## src/rtl/cfir3_pkg.sv

```systemverilog
`timescale 1ns / 1ps

package cfir3_pkg;

	// Default sizes, handed to the top level parameters
	localparam int TAPS_DEF        = 77;
	localparam int SAMPLE_BITS_DEF = 16;
	localparam int COEF_BITS_DEF   = 18;

	// Kernel description: symmetric, values in units of 1e-7
	localparam int KERNEL_LEN = 77;
	localparam int KERNEL_MID = 38;
	localparam longint DEC_SCALE = 64'd10000000;

	localparam int KERNEL_DEC [KERNEL_MID+1] = '{
		-537, 931, 0, -2125, 2975, 0, -5323, 6884, 0, -10961,
		13556, 0, -20089, 24126, 0, -34034, 40038, 0, -54548, 63249,
		0, -84171, 96722, 0, -127151, 145691, 0, -191968, 221333, 0,
		-299666, 353963, 0, -522236, 665693, 0, -1366458, 2750696, 6666667
	};

	// Coefficient k in Q1.(coef_bits-1), rounded half away from zero.
	// Taps past the kernel length are zero.
	function automatic longint coef_val(input int k, input int coef_bits);
		int idx;
		longint d;
		longint mag;
		longint q;
		if (k >= KERNEL_LEN) begin
			return 64'sd0;
		end
		idx = (k <= KERNEL_MID) ? k : (KERNEL_LEN - 1 - k);
		d = longint'(KERNEL_DEC[idx]);
		mag = (d < 0) ? -d : d;
		q = ((mag <<< (coef_bits - 1)) + DEC_SCALE / 2) / DEC_SCALE;
		return (d < 0) ? -q : q;
	endfunction

endpackage

```

## src/rtl/cfir3_cell.sv

```systemverilog
`timescale 1ns / 1ps

// One tap of the transposed-form filter: multiplies the new sample by its
// fixed coefficient and adds the partial sum handed over by its neighbor.
module cfir3_cell #(
	parameter int SAMPLE_BITS = cfir3_pkg::SAMPLE_BITS_DEF,
	parameter int COEF_BITS   = cfir3_pkg::COEF_BITS_DEF,
	parameter int ACC_BITS    = 41,
	parameter logic signed [COEF_BITS-1:0] COEF = '0
) (
	input  logic                          clk,
	input  logic                          shift_en,
	input  logic signed [SAMPLE_BITS-1:0] x_re,
	input  logic signed [SAMPLE_BITS-1:0] x_im,
	input  logic signed [ACC_BITS-1:0]    sum_in_re,
	input  logic signed [ACC_BITS-1:0]    sum_in_im,
	output logic signed [ACC_BITS-1:0]    sum_re_q,
	output logic signed [ACC_BITS-1:0]    sum_im_q
);
	import cfir3_pkg::*;

	localparam int PROD_BITS = SAMPLE_BITS + COEF_BITS;

	logic signed [PROD_BITS-1:0] prod_re;
	logic signed [PROD_BITS-1:0] prod_im;

	// Products at full precision
	assign prod_re = x_re * COEF;
	assign prod_im = x_im * COEF;

	// Partial sums advance one cell toward the output on every transfer
	always_ff @(posedge clk) begin
		if (shift_en) begin
			sum_re_q <= ACC_BITS'(prod_re) + sum_in_re;
			sum_im_q <= ACC_BITS'(prod_im) + sum_in_im;
		end
	end

endmodule

```

## config.mk

```make
export PLATFORM = sky130hd
export DESIGN_NAME = cfir3_cell
export DESIGN_NICKNAME = d
export VERILOG_FILES = /design/src/rtl/cfir3_pkg.sv /design/src/rtl/cfir3_cell.sv
export SDC_FILE = /design/constraint.sdc
export NUM_CORES = 1
export LEC_CHECK = 0
export ABC_AREA = 1
export BUFFER_PORTS_ARGS = -buffer_cell sky130_fd_sc_hd__buf_2
export CAP_MARGIN = 5
export CELL_PAD_IN_SITES_DETAIL_PLACEMENT = 1
export CELL_PAD_IN_SITES_GLOBAL_PLACEMENT = 1
export CORE_UTILIZATION = 30
export CTS_CLUSTER_DIAMETER = 150
export DETAILED_ROUTE_END_ITERATION = 6
export PLACE_DENSITY = 0.88
export SETUP_SLACK_MARGIN = 0.2
export SLEW_MARGIN = 20
export SYNTH_ARGS = -nofsm -noshare
export SYNTH_HDL_FRONTEND = slang
export SYNTH_SLANG_ARGS = --single-unit
```

## constraint.sdc

```tcl
create_clock -name clk -period 0.8 [get_ports clk]
set_clock_uncertainty 0.2 [all_clocks]
set_input_delay 0.08 -clock clk [delete_from_list [all_inputs] [get_ports clk]]
set_output_delay 0.08 -clock clk [all_outputs]
set_load 0.03 [all_outputs]
```

==> results of run 1 <==
==> what timing repair did <==
action                                 CTS  global route
pin swaps                                0             0
endpoints found under the hold margin  151           139
cloned                                   4             0
gates resized for setup                171             0
setup endpoints to repair              115            82
==> registers in the layout, summed over array words and instances, names as in the netlist <==
name and cells:
sum_re_q 41, sum_im_q 41
==> power by group through the flow <==
stage | clock [uW] | combinational [uW] | sequential (uW)
5_1_grt | 3120 | 1840 | 5300
4_1_cts | 2980 | 1780 | 5270
3_3_place_gp | 0 | 1300 | 5260
3_5_place_dp | 0 | 1320 | 5280
2_1_floorplan | 0 | 0 | 5990
6_report | 2850 | 1780 | 5270
==> per-stage QoR <==
| stage | utilization [%] | area, um^2 | hold slack (ps) | cells |
|---|---|---|---|---|
| after global routing | 54.64 | 4288 | -316.4 | 372 |
| after floorplan | - | 2462 | -21.13 | 82 |
| after global placement | 44.16 | 3466 | 56.22 | 352 |
| after CTS | 54.64 | 4288 | -309.7 | 372 |
| final | 54.64 | 4288 | -291.6 | 372 |
| after detailed placement | 44.16 | 3466 | 58.69 | 352 |
==> cell usage after synthesis <==
| cell type | number |
|---|---|
| edfxtp_1 | 82 |
==> metal layers <==
metal / part of all wire, % / routed length, um / GRT usage (%) / up-vias
li1: - / - / - / 701
met1: 32 / 1995 / 14.02 / 774
met2: 62 / 3857 / 29.38 / 72
met3: 4.9 / 306 / 4.680 / 9
met4: 1.5 / 93 / 6.380 / 0
met5: 0 / 0 / 0 / -
==> final cells by class <==
class                   instances  area, um^2  area share, %
flip-flops and latches         82        2462          57.43
repair buffers                172        1511          35.25
clock buffers                  11       131.4          3.064
well taps                     102       127.6          2.976
clock inverters                 5       55.05          1.284
==> cell families after synthesis <==
logic type	after synthesis
flops	82
==> final timing paths <==
kind,from,to,slack (ps),depth (start not counted)
worst min-delay path,sum_in_im[26],sum_im_q[26]$_DFFE_PP_,-290,1
worst max-delay path,sum_im_q[13]$_DFFE_PP_,sum_im_q[13],-410,1
==> impl_metrics.ini, run 1 <==
[synthesis]
seq_area_frac_synth_pct = 100.0
synth.distinct_cells = 1
synth_seq_cells = 82
synth_top_area_share_pct = 100.0
yosys.area_share.simple_pct = 0
synth_compound_area_share_pct = 0
yosysWarnings = 0
syn-mean-instance-area_um2 = 30.03
yosys.area.top_type = edfxtp_1
synth_xor_area_share_pct = 0
syn_area_um2 = 2462
synthAdderAreaFrac_pct = 0
synth_mux_area_share_pct = 0
syn_nets = 198
synthTopCellsByArea = edfxtp_1 (100%)
netlist_instances = 82

[cts]
clk_pin_slew_worst_paths_ps = 90
post_cts_buffers = 0
clockRootBuffer = clkbuf_8
cts-buffers-inserted = 9
cts_max_level = 3
cts.sinks = 82
cts_tree = built
clock_path_buffers = 2

[die]
die_h_um = 92.60
initial_utilization_pct = 31.38
io_pins = 198
dieArea_um2 = 8574
core_area_um2 = 7848
rows = 32
die_width_um = 92.60

[layout]
multiInputGateArea_um2 = 0
diodes = 0
final_cell_mix = buf_2 (82), buf_6 (82), edfxtp_1 (82), clkbuf_8 (9), buf_16 (4)
layout-area-overhead-vs-synth_pct = 74.14
final_layout_size_suffix_gt1_share_pct = 68.89
layout.nets = 381
nMultiInputCombCells = 0
n_fill_cell = 749

[placement]
port_buffers = 165
preCtsSetupSlack_ps = -178.5
gp_congestion = 0.6742

[pwr]
share_seq_of_total_power_pct = 53.2
irDropWorstVdd_v = 0.001227
p_comb_share_pct = 17.9
power.total_uw = 9899
switching_share_pct = 25.64
p_int_uw = 7361
cellPowerDensity_nw_per_um2 = 2309
leakage_uw = 0.001794
power_switching_uw = 2538
clockPowerShare_pct = 28.8

[timing]
slew_headroom_pct = 91.06
finalMaxSlewViolations = 0
post-route-period-util_pct = 151.6
hold_violations = 126
rsz0062_at_grt = yes
finalSetupViolCount = 82
fmax_mhz = 824.5
period_needed_ps = 1213
fin_setup_tns_ps = -29250
worst_slew_pin_slew_ps = 134.1
hold_slack_ps = -291.6
worst_slack_ps = -412.9

[detailed_routing]
via_per_inst = 4.183
route.detailed.drc = 0
first_pass_iters = 4
drtIter0Drc = 10
routed_wl_um = 6253
wl_per_cell_um = 16.81
ant_nets = 0
via_count = 1556

[global_routing]
grt_pass1_wl_um = 9052
antenna_found_initial = 0
grt_pass1_vias = 1760
globalRouteOverflowTotal = 0
grt_use_total_pct = 15.00
grt_max_degree = 20

[worst_setup_path]
crit_family = flip-flops
max_stage_delay_ps = 430
endpoint_kind = output pin
crit_chain = buf_6
arrival_ps = 930
cp_slowest_cell = edfxtp_1
critical_path_class = reg -> out
start_kind = flip-flop
worst_ep_required_time_ps = 520
crit_buf_inv = 1
path_max_fanout = 1

[min_path]
hp-class = in -> reg

[outcome]
outcome = finished with violations
violations = negative hold slack, negative setup slack

[run]
drv_cap = 0
Note: power is estimated with default switching activity, not from simulation.
==> run 2, diff against run 1 <==
- MAX_ROUTING_LAYER: not set -> met4
==> run 2 against run 1 <==
  * Non-clock buffer count did not move
  * Global-route usage rose by 0.41 points
  * Final cell count did not move
  * Largest power group unchanged
  * The run still ends with negative hold slack, negative setup slack left
  * Count of clock-buffer cells in the layout did not move
  * Critical endpoint unchanged
  * Die area did not move
==> impl_metrics.ini, run 2 (synthesized netlist as in run 1, its figures left out) <==
[outcome]
outcome = finished with violations
violations = negative hold slack, negative setup slack

[timing]
period_needed_ps = 1211
hold_slack_ps = -291.5
worst_slew_pin_slew_ps = 134.1
finalMaxSlewViolations = 0
hold_violations = 126
fmax_mhz = 825.7
slew_headroom_pct = 91.06
finalSetupViolCount = 82
post-route-period-util_pct = 151.4
worst_slack_ps = -411.1
rsz0062_at_grt = yes

[global_routing]
grt_pass1_wl_um = 9045
grt_max_degree = 20
globalRouteOverflowTotal = 0
use_met1_pct = 14.02
grt_use_total_pct = 15.41
top_usage_layer = met2
use_met3_pct = 4.598
use_met2_pct = 29.38
grt_pass1_vias = 1761
antenna_found_initial = 0

[detailed_routing]
first_pass_iters = 4
via_per_inst = 4.191
wl_per_cell_um = 16.80
drtIter0Drc = 10
ant_nets = 0
routed_wl_um = 6249
via_count = 1559
route.detailed.drc = 0

[cts]
cts.sinks = 82
clock_path_buffers = 2
cts_tree = built
cts-buffers-inserted = 9
clockRootBuffer = clkbuf_8
cts_max_level = 3
post_cts_buffers = 0
clk_pin_slew_worst_paths_ps = 90

[placement]
placed_area_um2 = 3466
port_buffers = 165
preCtsSetupSlack_ps = -178.5
gp_congestion = 0.6809
post-place-cells = 352

[worst_setup_path]
crit_family = flip-flops
critical_path_class = reg -> out
worst_ep_required_time_ps = 520
endpoint_kind = output pin
crit_buf_inv = 1
path_max_fanout = 1
cp_slowest_cell = edfxtp_1
start_kind = flip-flop
max_stage_delay_ps = 430
crit_chain = buf_6
arrival_ps = 930

[die]
io_pins = 198
initial_utilization_pct = 31.38
core_area_um2 = 7848
rows = 32
die_h_um = 92.60
die_width_um = 92.60
dieArea_um2 = 8574

[run]
drv_cap = 0

[min_path]
min_path_cells = 1
min_from = sum_in_im[26]
hp-class = in -> reg
holdPathEnd = sum_im_q[26]$_DFFE_PP_

[layout]
instances_no_fill = 372
multiInputGateArea_um2 = 0
layout.nets = 381
final_cell_mix = buf_2 (82), buf_6 (82), edfxtp_1 (82), clkbuf_8 (9), buf_16 (4)
layout-area-overhead-vs-synth_pct = 74.14
nMultiInputCombCells = 0
final_layout_size_suffix_gt1_share_pct = 68.89
reg_top3 = sum_im_q: 41 flops, sum_re_q: 41 flops
final_area_um2 = 4288
diodes = 0

[pwr]
cellPowerDensity_nw_per_um2 = 2308
leakage_uw = 0.001794
power.total_uw = 9895
irDropWorstVdd_v = 0.001219
[run 2: worst max-delay path by stage]
stage                                   to  slack (ps)  cells after the start                    from
detailed placement  sum_im_q[24]$_DFFE_PP_        -180                      2                shift_en
CTS                           sum_im_q[13]        -440                      1  sum_im_q[13]$_DFFE_PP_
finish                        sum_im_q[13]        -410                      1  sum_im_q[13]$_DFFE_PP_
global route                  sum_im_q[13]        -460                      1  sum_im_q[13]$_DFFE_PP_
floorplan                      sum_im_q[0]          20                      0   sum_im_q[0]$_DFFE_PP_
global placement    sum_im_q[24]$_DFFE_PP_        -160                      2                shift_en
[run 2: metal layers]
| metal | vias to the layer above | routed length [um] |
|---|---|---|
| met5 | - | 0 |
| met4 | 0 | 79 |
| met3 | 9 | 305 |
| met2 | 74 | 3872 |
| met1 | 775 | 1992 |
| li1 | 701 | - |
[run 2: timing repair]
action                     4_1_cts  5_1_grt
setup endpoints to repair      115       82
resized for setup              171        0
gates cloned                     4        0
hold endpoints to repair       151      139
[run 2: power by group]
part / switching [uW] / internal [uW]
clock network: 1410 / 1440
logic: 960 / 816
registers: 161 / 5110
total: 2530 / 7360
[run 2: area by class of cell]
cell class / instances / area [um^2]
fill: 749 / 3560
sequential: 82 / 2462
timing repair buffer: 172 / 1511
clock buffer: 11 / 131.4
tap: 102 / 127.6
clock inverter: 5 / 55.05
[run 2: per-stage QoR]
stage | setup TNS, ps | hold slack [ps] | utilization [%]
floorplan | 0 | -21.13 | -
global placement | -12320 | 56.22 | 44.16
detailed placement | -14070 | 58.69 | 44.16
CTS | -31120 | -309.7 | 54.64
global route | -32940 | -314.4 | 54.64
finish | -29230 | -291.5 | 54.64
