## config.mk

```make
export PLATFORM = sky130hd
export DESIGN_NAME = cfir3_round
export DESIGN_NICKNAME = d
export VERILOG_FILES = /design/src/rtl/cfir3_pkg.sv /design/src/rtl/cfir3_round.sv
export SDC_FILE = /design/constraint.sdc
export NUM_CORES = 1
export LEC_CHECK = 0
export ABC_AREA = 1
export BUFFER_PORTS_ARGS = -buffer_cell sky130_fd_sc_hd__buf_4
export CAP_MARGIN = 20
export CORE_MARGIN = 5
export CORE_UTILIZATION = 45
export DETAILED_ROUTE_END_ITERATION = 16
export PLACE_DENSITY = 0.77
export SYNTH_ARGS = -nofsm -noshare
export SYNTH_HDL_FRONTEND = slang
export SYNTH_SLANG_ARGS = --single-unit
```

## constraint.sdc

```tcl
create_clock -name clk -period 2.4 [get_ports clk]
set_input_delay 0.72 -clock clk [delete_from_list [all_inputs] [get_ports clk]]
set_output_delay 0.72 -clock clk [all_outputs]
set_load 0.005 [all_outputs]
```

## src/rtl/cfir3_pkg.sv

```systemverilog
`timescale 1ns / 1ps

package cfir3_pkg;

	// Default sizes, handed to the top level parameters
	localparam int TAPS_DEF        = 77;
	localparam int SAMPLE_BITS_DEF = 16;
	localparam int COEF_BITS_DEF   = 18;

	// Kernel description: symmetric, values in units of 1e-7
	localparam int KERNEL_LEN = 77;
	localparam int KERNEL_MID = 38;
	localparam longint DEC_SCALE = 64'd10000000;

	localparam int KERNEL_DEC [KERNEL_MID+1] = '{
		-537, 931, 0, -2125, 2975, 0, -5323, 6884, 0, -10961,
		13556, 0, -20089, 24126, 0, -34034, 40038, 0, -54548, 63249,
		0, -84171, 96722, 0, -127151, 145691, 0, -191968, 221333, 0,
		-299666, 353963, 0, -522236, 665693, 0, -1366458, 2750696, 6666667
	};

	// Coefficient k in Q1.(coef_bits-1), rounded half away from zero.
	// Taps past the kernel length are zero.
	function automatic longint coef_val(input int k, input int coef_bits);
		int idx;
		longint d;
		longint mag;
		longint q;
		if (k >= KERNEL_LEN) begin
			return 64'sd0;
		end
		idx = (k <= KERNEL_MID) ? k : (KERNEL_LEN - 1 - k);
		d = longint'(KERNEL_DEC[idx]);
		mag = (d < 0) ? -d : d;
		q = ((mag <<< (coef_bits - 1)) + DEC_SCALE / 2) / DEC_SCALE;
		return (d < 0) ? -q : q;
	endfunction

endpackage

```

## src/rtl/cfir3_round.sv

```systemverilog
`timescale 1ns / 1ps

// Output register: rounds the full sum to the sample format, ties toward
// plus infinity, and saturates.
module cfir3_round #(
	parameter int SAMPLE_BITS = cfir3_pkg::SAMPLE_BITS_DEF,
	parameter int COEF_BITS   = cfir3_pkg::COEF_BITS_DEF,
	parameter int ACC_BITS    = 41
) (
	input  logic                          clk,
	input  logic                          load,
	input  logic signed [ACC_BITS-1:0]    sum_re,
	input  logic signed [ACC_BITS-1:0]    sum_im,
	output logic signed [SAMPLE_BITS-1:0] res_re_q,
	output logic signed [SAMPLE_BITS-1:0] res_im_q
);
	import cfir3_pkg::*;

	localparam int SH = COEF_BITS - 1;
	localparam int RW = ACC_BITS + 1 - SH;

	localparam logic signed [RW-1:0] MAX_V = RW'((longint'(1) <<< (SAMPLE_BITS - 1)) - 1);
	localparam logic signed [RW-1:0] MIN_V = RW'(-(longint'(1) <<< (SAMPLE_BITS - 1)));
	localparam logic signed [ACC_BITS:0] HALF = (ACC_BITS+1)'(longint'(1) <<< (SH - 1));

	logic signed [ACC_BITS:0]      biased_re;
	logic signed [ACC_BITS:0]      biased_im;
	logic signed [RW-1:0]          r_re;
	logic signed [RW-1:0]          r_im;
	logic signed [SAMPLE_BITS-1:0] sat_re;
	logic signed [SAMPLE_BITS-1:0] sat_im;

	// Add half an LSB, then drop the fraction bits (floor)
	always_comb begin
		biased_re = {sum_re[ACC_BITS-1], sum_re} + HALF;
		biased_im = {sum_im[ACC_BITS-1], sum_im} + HALF;
		r_re = biased_re[ACC_BITS:SH];
		r_im = biased_im[ACC_BITS:SH];
	end

	// Clamp to the sample range
	always_comb begin
		if (r_re > MAX_V) begin
			sat_re = MAX_V[SAMPLE_BITS-1:0];
		end else if (r_re < MIN_V) begin
			sat_re = MIN_V[SAMPLE_BITS-1:0];
		end else begin
			sat_re = r_re[SAMPLE_BITS-1:0];
		end
		if (r_im > MAX_V) begin
			sat_im = MAX_V[SAMPLE_BITS-1:0];
		end else if (r_im < MIN_V) begin
			sat_im = MIN_V[SAMPLE_BITS-1:0];
		end else begin
			sat_im = r_im[SAMPLE_BITS-1:0];
		end
	end

	always_ff @(posedge clk) begin
		if (load) begin
			res_re_q <= sat_re;
			res_im_q <= sat_im;
		end
	end

endmodule

```

==> metrics.yaml, run 1 <==
status: "completed"
via_count: 2649
ys_warn_count: 0
netlist.area_leader.share: 0.3383
hold_violations: 0
die_area_um2: 8000
ys_seq_elements: 32
final_max_slew_viol_count: 0
p_int_mw: 1.155
clkPwrFrac: 0.328
syn_inst: 388
die_height_um: 89.45
final-seq-area_um2: 960.9
grt_overflow: 0
place.gp.congestion: 0.8858
final-setup-viol-count: 0
cts_hold_buffers: 0
placed_area_um2: 3602
hold_path_depth: 4
grt_pass1_wl_mm: 10.94
cts.sinks: 32
ys_seq_area_frac: 0.3383
power_frac_comb: 0.240
grt_start_max_net_pins: 33
startpoint_type: "primary input"
max_freq_ghz: 0.4506
grt_usage: 0.1750
core_area_um2: 6241
design_area_um2: 3717
setup.worst_path.end_class: "register"
synth_xor_area_frac: 0.08634
p_seq_frac: 0.432
drt_first_iter_violations: 136
yosysTopAreaCell: "edfxtp_1"
multiInputGateArea_um2: 1690
htreeDepth: 2
dp_cells: 558
critPathKind: "in2reg"
post-cts-setup-buffer-count: 0
area_growth_pct: 30.88
final-instance-count-excl-fill: 566
max_slew_margin: 0.6796
synth_compound_area_frac: 0.01322
tightestPinTransition_ns: 0.4784
critPathArrivalTime_ns: 2.26
ir_drop_mv: 0.4583
worstHoldEndpoint: "res_im_q[0]$_SDFFCE_PN1P_"
antenna_found_initial: 0
cts_buffer_depth: 2
start_util: 0.4551
drive_above_1_share: 0.3272
num_rows: 29
dp_hpwl_mm: 5.607
postRouteAntennaNets: 0
insertedDiodeCount: 0
max_cap_viol_count: 0
fill_cells: 593
ctsResizeCount: 0
synth_top_family_by_area: "simple AND/OR/NAND/NOR gates"
required_ns: 2.44
rsz0062_at_grt: "false"
p_leak_nw: 1.808
drcViolationCount: 0
layout_worst_path_cycle_share: 0.9248
startpoint: "sum_re[16]"
fp.dieW_um: 89.45
synth.distinct_cells: 24
synth_area_um2: 2840
final.min_clock_period_ns: 2.220
p_sw_mw: 0.4231
path_clk_slew_ns: 0.08
ios: 116
first_pass_iters: 4
hp-class: "in2reg"
hold_start: "sum_im[16]"
synth_area_leaders: "edfxtp_1 34%, nand2_1 19%, nand2_2 6.4%"
yosys.area_share.simple: 0.4837
synthAdderAreaFrac: 0.008811
synth_mux_area_frac: 0
cts_buffers: 5
cts_tree: "built"
power.share.switching: 0.2681
routed_wl_mm: 6.831
routedWlPerCell_um: 12.07
syn_area_per_cell_um2: 7.320
synth_nets: 474
final_nets: 574
power_density_nw_per_um2: 424.6
first_global_vias: 2436
holdWs_ns: 0.8134
io_buffer_count: 83
cp_max_fo: 15
ctsRootBufferMaster: "clkbuf_8"
vias_per_cell: 4.680
[layout make-up]
cell class / instances / share of cell area
Inverter: 36 / 0.03635
Sequential cell: 32 / 0.2585
Clock buffer: 5 / 0.01851
Tap cell: 77 / 0.02592
Timing Repair Buffer: 97 / 0.1959
Clock inverter: 3 / 0.01010
Multi-Input combinational cell: 316 / 0.4547
[logic make-up after synthesis]
kind of cell               after synthesis
xor gates and xnor gates                28
DFF                                     32
and+or+nand+nor                        279
adders and majority gates                2
buffers and inverters                   40
AOI/OAI and AO/OA                        7
[power by group through the flow]
stage / sequential (mW) / clock [mW] / combinational [mW]
2_1_floorplan: 0.703 / 0 / 0.167
3_3_place_gp: 0.694 / 0 / 0.374
3_5_place_dp: 0.696 / 0 / 0.379
4_1_cts: 0.683 / 0.524 / 0.380
6_report: 0.683 / 0.518 / 0.378
5_1_grt: 0.687 / 0.544 / 0.421
[routing by layer]
| layer | share of wire | GRT usage |
|---|---|---|
| met2 | 0.48 | 0.2940 |
| met3 | 0.065 | 0.03318 |
| met5 | 0 | 0 |
| met1 | 0.44 | 0.2276 |
| met4 | 0.013 | 0.05277 |
[per-stage QoR]
stage                       util  total power [mW]  worst slack, ns  setup TNS, ns
final                     0.5956             1.578           0.1805              0
after global routing      0.5956             1.652         0.006652              0
after CTS                 0.5942             1.587           0.1633              0
after detailed placement  0.5772             1.074          -0.1506         -3.006
after global placement    0.5772             1.068         -0.06769         -1.160
after floorplan                -            0.8703           0.1101              0
[worst max path at each step]
stage / cells after the start / slack, ns / end
4_1_cts: 14 / 0.16 / res_re_q[3]$_SDFFCE_PN1P_
5_1_grt: 15 / 0.007 / res_im_q[6]$_SDFFCE_PN1P_
3_3_place_gp: 14 / -0.07 / res_re_q[3]$_SDFFCE_PN1P_
6_report: 14 / 0.18 / res_re_q[3]$_SDFFCE_PN1P_
3_5_place_dp: 14 / -0.15 / res_re_q[3]$_SDFFCE_PN1P_
2_1_floorplan: 14 / 0.11 / res_re_q[0]$_SDFFCE_PN1P_
[registers in the layout, summed over array words and instances (netlist names)]
name	count
res_im_q	16
res_re_q	16
[cell usage after synthesis]
master / n
nand2_1: 143
nor2_1: 42
inv_1: 36
edfxtp_1: 32
nand2_2: 29
nand3_1: 20
xor2_1: 15
xnor2_1: 13
nor2_2: 11
nand3b_1: 9
nand2_4: 5
nand4_1: 5
nor2_4: 5
o21ai_0: 4
nor2_8: 3
a31oi_1: 2
and2_1: 2
buf_12: 2
buf_6: 2
ha_1: 2
nand3_2: 2
nor3_2: 2
nor3_1: 1
o21ai_1: 1
[layout by cell type, fill, tap and decap left out, drive strengths merged]
| master | Yosys | routed |
|---|---|---|
| clkinv | 0 | 2 |
| ha | 2 | 2 |
| xor2 | 15 | 15 |
| clkbuf | 0 | 5 |
| a31oi | 2 | 2 |
| o21ai | 5 | 5 |
| edfxtp | 32 | 32 |
| nor2 | 61 | 61 |
| nand2 | 177 | 177 |
| buf | 4 | 97 |
| nor3 | 3 | 3 |
| nand4 | 5 | 5 |
| xnor2 | 13 | 13 |
| and2 | 2 | 2 |
| inv | 36 | 36 |
| nand3 | 22 | 22 |
| nand3b | 9 | 9 |
| bufinv | 0 | 1 |
[critical path, stage by stage]
cell     delay [ns]
buf_4          0.10
ha_1           0.19
nand2_2        0.10
nor2_8         0.14
nand2_4        0.09
nor2_8         0.15
nand2_1        0.07
nand2_1        0.05
nand2_1        0.06
nor2_1         0.09
and2_1         0.14
nand3_2        0.12
nand2_8        0.17
nand2_1        0.07
Power figures use the tool's default switching activity.
==> inputs of run 2 (changes only) <==
--- a/config.mk
+++ b/config.mk
@@ -9,9 +9,11 @@
 export BUFFER_PORTS_ARGS = -buffer_cell sky130_fd_sc_hd__buf_4
 export CAP_MARGIN = 20
 export CORE_MARGIN = 5
-export CORE_UTILIZATION = 45
+export CORE_UTILIZATION = 49
 export DETAILED_ROUTE_END_ITERATION = 16
-export PLACE_DENSITY = 0.77
+export HOLD_SLACK_MARGIN = 0.12
+export PLACE_DENSITY = 0.83
+export REMOVE_ABC_BUFFERS = 1
 export SYNTH_ARGS = -nofsm -noshare
 export SYNTH_HDL_FRONTEND = slang
 export SYNTH_SLANG_ARGS = --single-unit
==> run 2 against run 1 <==
Against the previous run:
- final cell count decreased by 0.18%
- sequential power about the same
- via count increased by 4.0%
- global-route usage increased by 1.9 points
- die area decreased by 7.3%
- core utilization grew 7.1 points
- clock power shrank 23%
- hold slack about the same
- first-iteration DRC count decreased by 32%
- non-clock buffer count rose by 4
- routed wire length increased by 1.8%
- largest power group unchanged
- highest routed layer unchanged
==> metrics.yaml, run 2 (same netlist as run 1, synthesis figures left out) <==
holdWs_ns: 0.8133
p_leak_nw: 1.819
critPathKind: "in2reg"
grt_overflow: 0
area_growth_pct: 30.88
drcViolationCount: 0
drive_above_1_share: 0.3347
ir_drop_mv: 0.2744
fill_cells: 516
final-setup-viol-count: 0
insertedDiodeCount: 0
cp_slowest_cell: "o21ai_0"
cts_buffers: 5
reg_top3: "res_im_q: 16 flops, res_re_q: 16 flops"
layout_worst_path_cycle_share: 0.9206
critPathArrivalTime_ns: 2.24
ctsResizeCount: 0
critical_path.top_delay_family: "simple AND/OR/NAND/NOR gates"
ctsRootBufferMaster: "clkbuf_8"
grt_pass1_wl_mm: 11.61
final.min_clock_period_ns: 2.209
max_cap_viol_count: 0
startpoint_type: "primary input"
grt_start_max_net_pins: 33
final_max_slew_viol_count: 0
rsz0062_at_grt: "false"
first_global_vias: 2610
vias_per_cell: 4.874
htreeDepth: 2
first_pass_iters: 4
slowest_delay_ns: 0.22
setup.worst_path.end_class: "register"
grt_usage: 0.1941
layout_common_cells: "143 x nand2_1, 101 x buf_4, 42 x nor2_1"
hold_path_depth: 5
routedWlPerCell_um: 12.31
power_density_nw_per_um2: 393.1
num_rows: 27
die_area_um2: 7419
post-cts-setup-buffer-count: 0
max_freq_ghz: 0.4526
crit_path_cell_trace: "buf_4 > ha_1 > nand2_2 > nor2_8 > nand2_4 > o21ai_0 > nand2_1 > nor2_1 > and2_1 > nand3_2 > nand2_8 > nand2_1"
cts_buffer_depth: 2
cts.sinks: 32
die_height_um: 86.14
required_ns: 2.43
core_area_um2: 5574
busiest_layer: "met2"
max_slew_margin: 0.7371
cp.depth: 12
via_count: 2754
fp.dieW_um: 86.14
antenna_found_initial: 0
grt_use_met1: 0.2271
io_buffer_count: 83
place.gp.congestion: 0.8948
start_util: 0.5095
met3_usage: 0.03362
drt_first_iter_violations: 92
postRouteAntennaNets: 0
layout_commonest_cell: "nand2_1"
path_clk_slew_ns: 0.08
cts_tree: "built"
dp_hpwl_mm: 5.879
total_power_mw: 1.461
timing.critical_path.mode_cell: "nand2_1"
ios: 116
hp-class: "in2reg"
routed_wl_mm: 6.957
path_buf_inv: 1
cts_hold_buffers: 0
hold_violations: 0
tightestPinTransition_ns: 0.3944
status: "completed"
cp_max_fo: 15
final_nets: 578
met2_usage: 0.3511
-- run 2: changes by cell type in the layout (fill, tap and decap cells not counted), sizes merged --
cell,before,now
bufinv,1,0
clkinv,2,3
buf,97,101
-- run 2: path summary, 6_finish.rpt --
kind | start | endpoint | slack, ns
worst min-delay path | sum_im[28] | res_im_q[11]$_SDFFCE_PN1P_ | 0.81
worst max-delay path | sum_re[16] | res_re_q[3]$_SDFFCE_PN1P_ | 0.19
-- run 2: power breakdown --
group | internal (mW) | switching [mW]
Combinational | 0.183 | 0.195
Clock | 0.197 | 0.202
Sequential | 0.671 | 0.0130
-- run 2: per-layer routing --
metal,wire (µm),part of all wire
met5,0,0
met4,177,0.025
met3,449,0.065
met2,3524,0.51
met1,2806,0.40
-- run 2: cell type report --
type                            instances  area, µm²  area share
Multi-Input combinational cell        316       1690      0.4547
Sequential cell                        32      960.9      0.2585
Timing Repair Buffer                  101      758.2      0.2040
Inverter                               36      135.1     0.03635
Tap cell                               72      90.09     0.02423
Clock buffer                            5      68.82     0.01851
Clock inverter                          3      13.76    0.003702
-- run 2: metrics by stage --
stage | cells | area, µm² | utilization | TNS [ns] | setup WS [ns]
final | 565 | 3717 | 0.6669 | 0 | 0.1906
after global routing | 565 | 3717 | 0.6669 | 0 | 0.01120
after CTS | 565 | 3709 | 0.6653 | 0 | 0.1624
after detailed placement | 557 | 3626 | 0.6505 | -2.364 | -0.1286
after global placement | 557 | 3626 | 0.6505 | -1.265 | -0.09683
after floorplan | 384 | 2778 | - | 0 | 0.1424
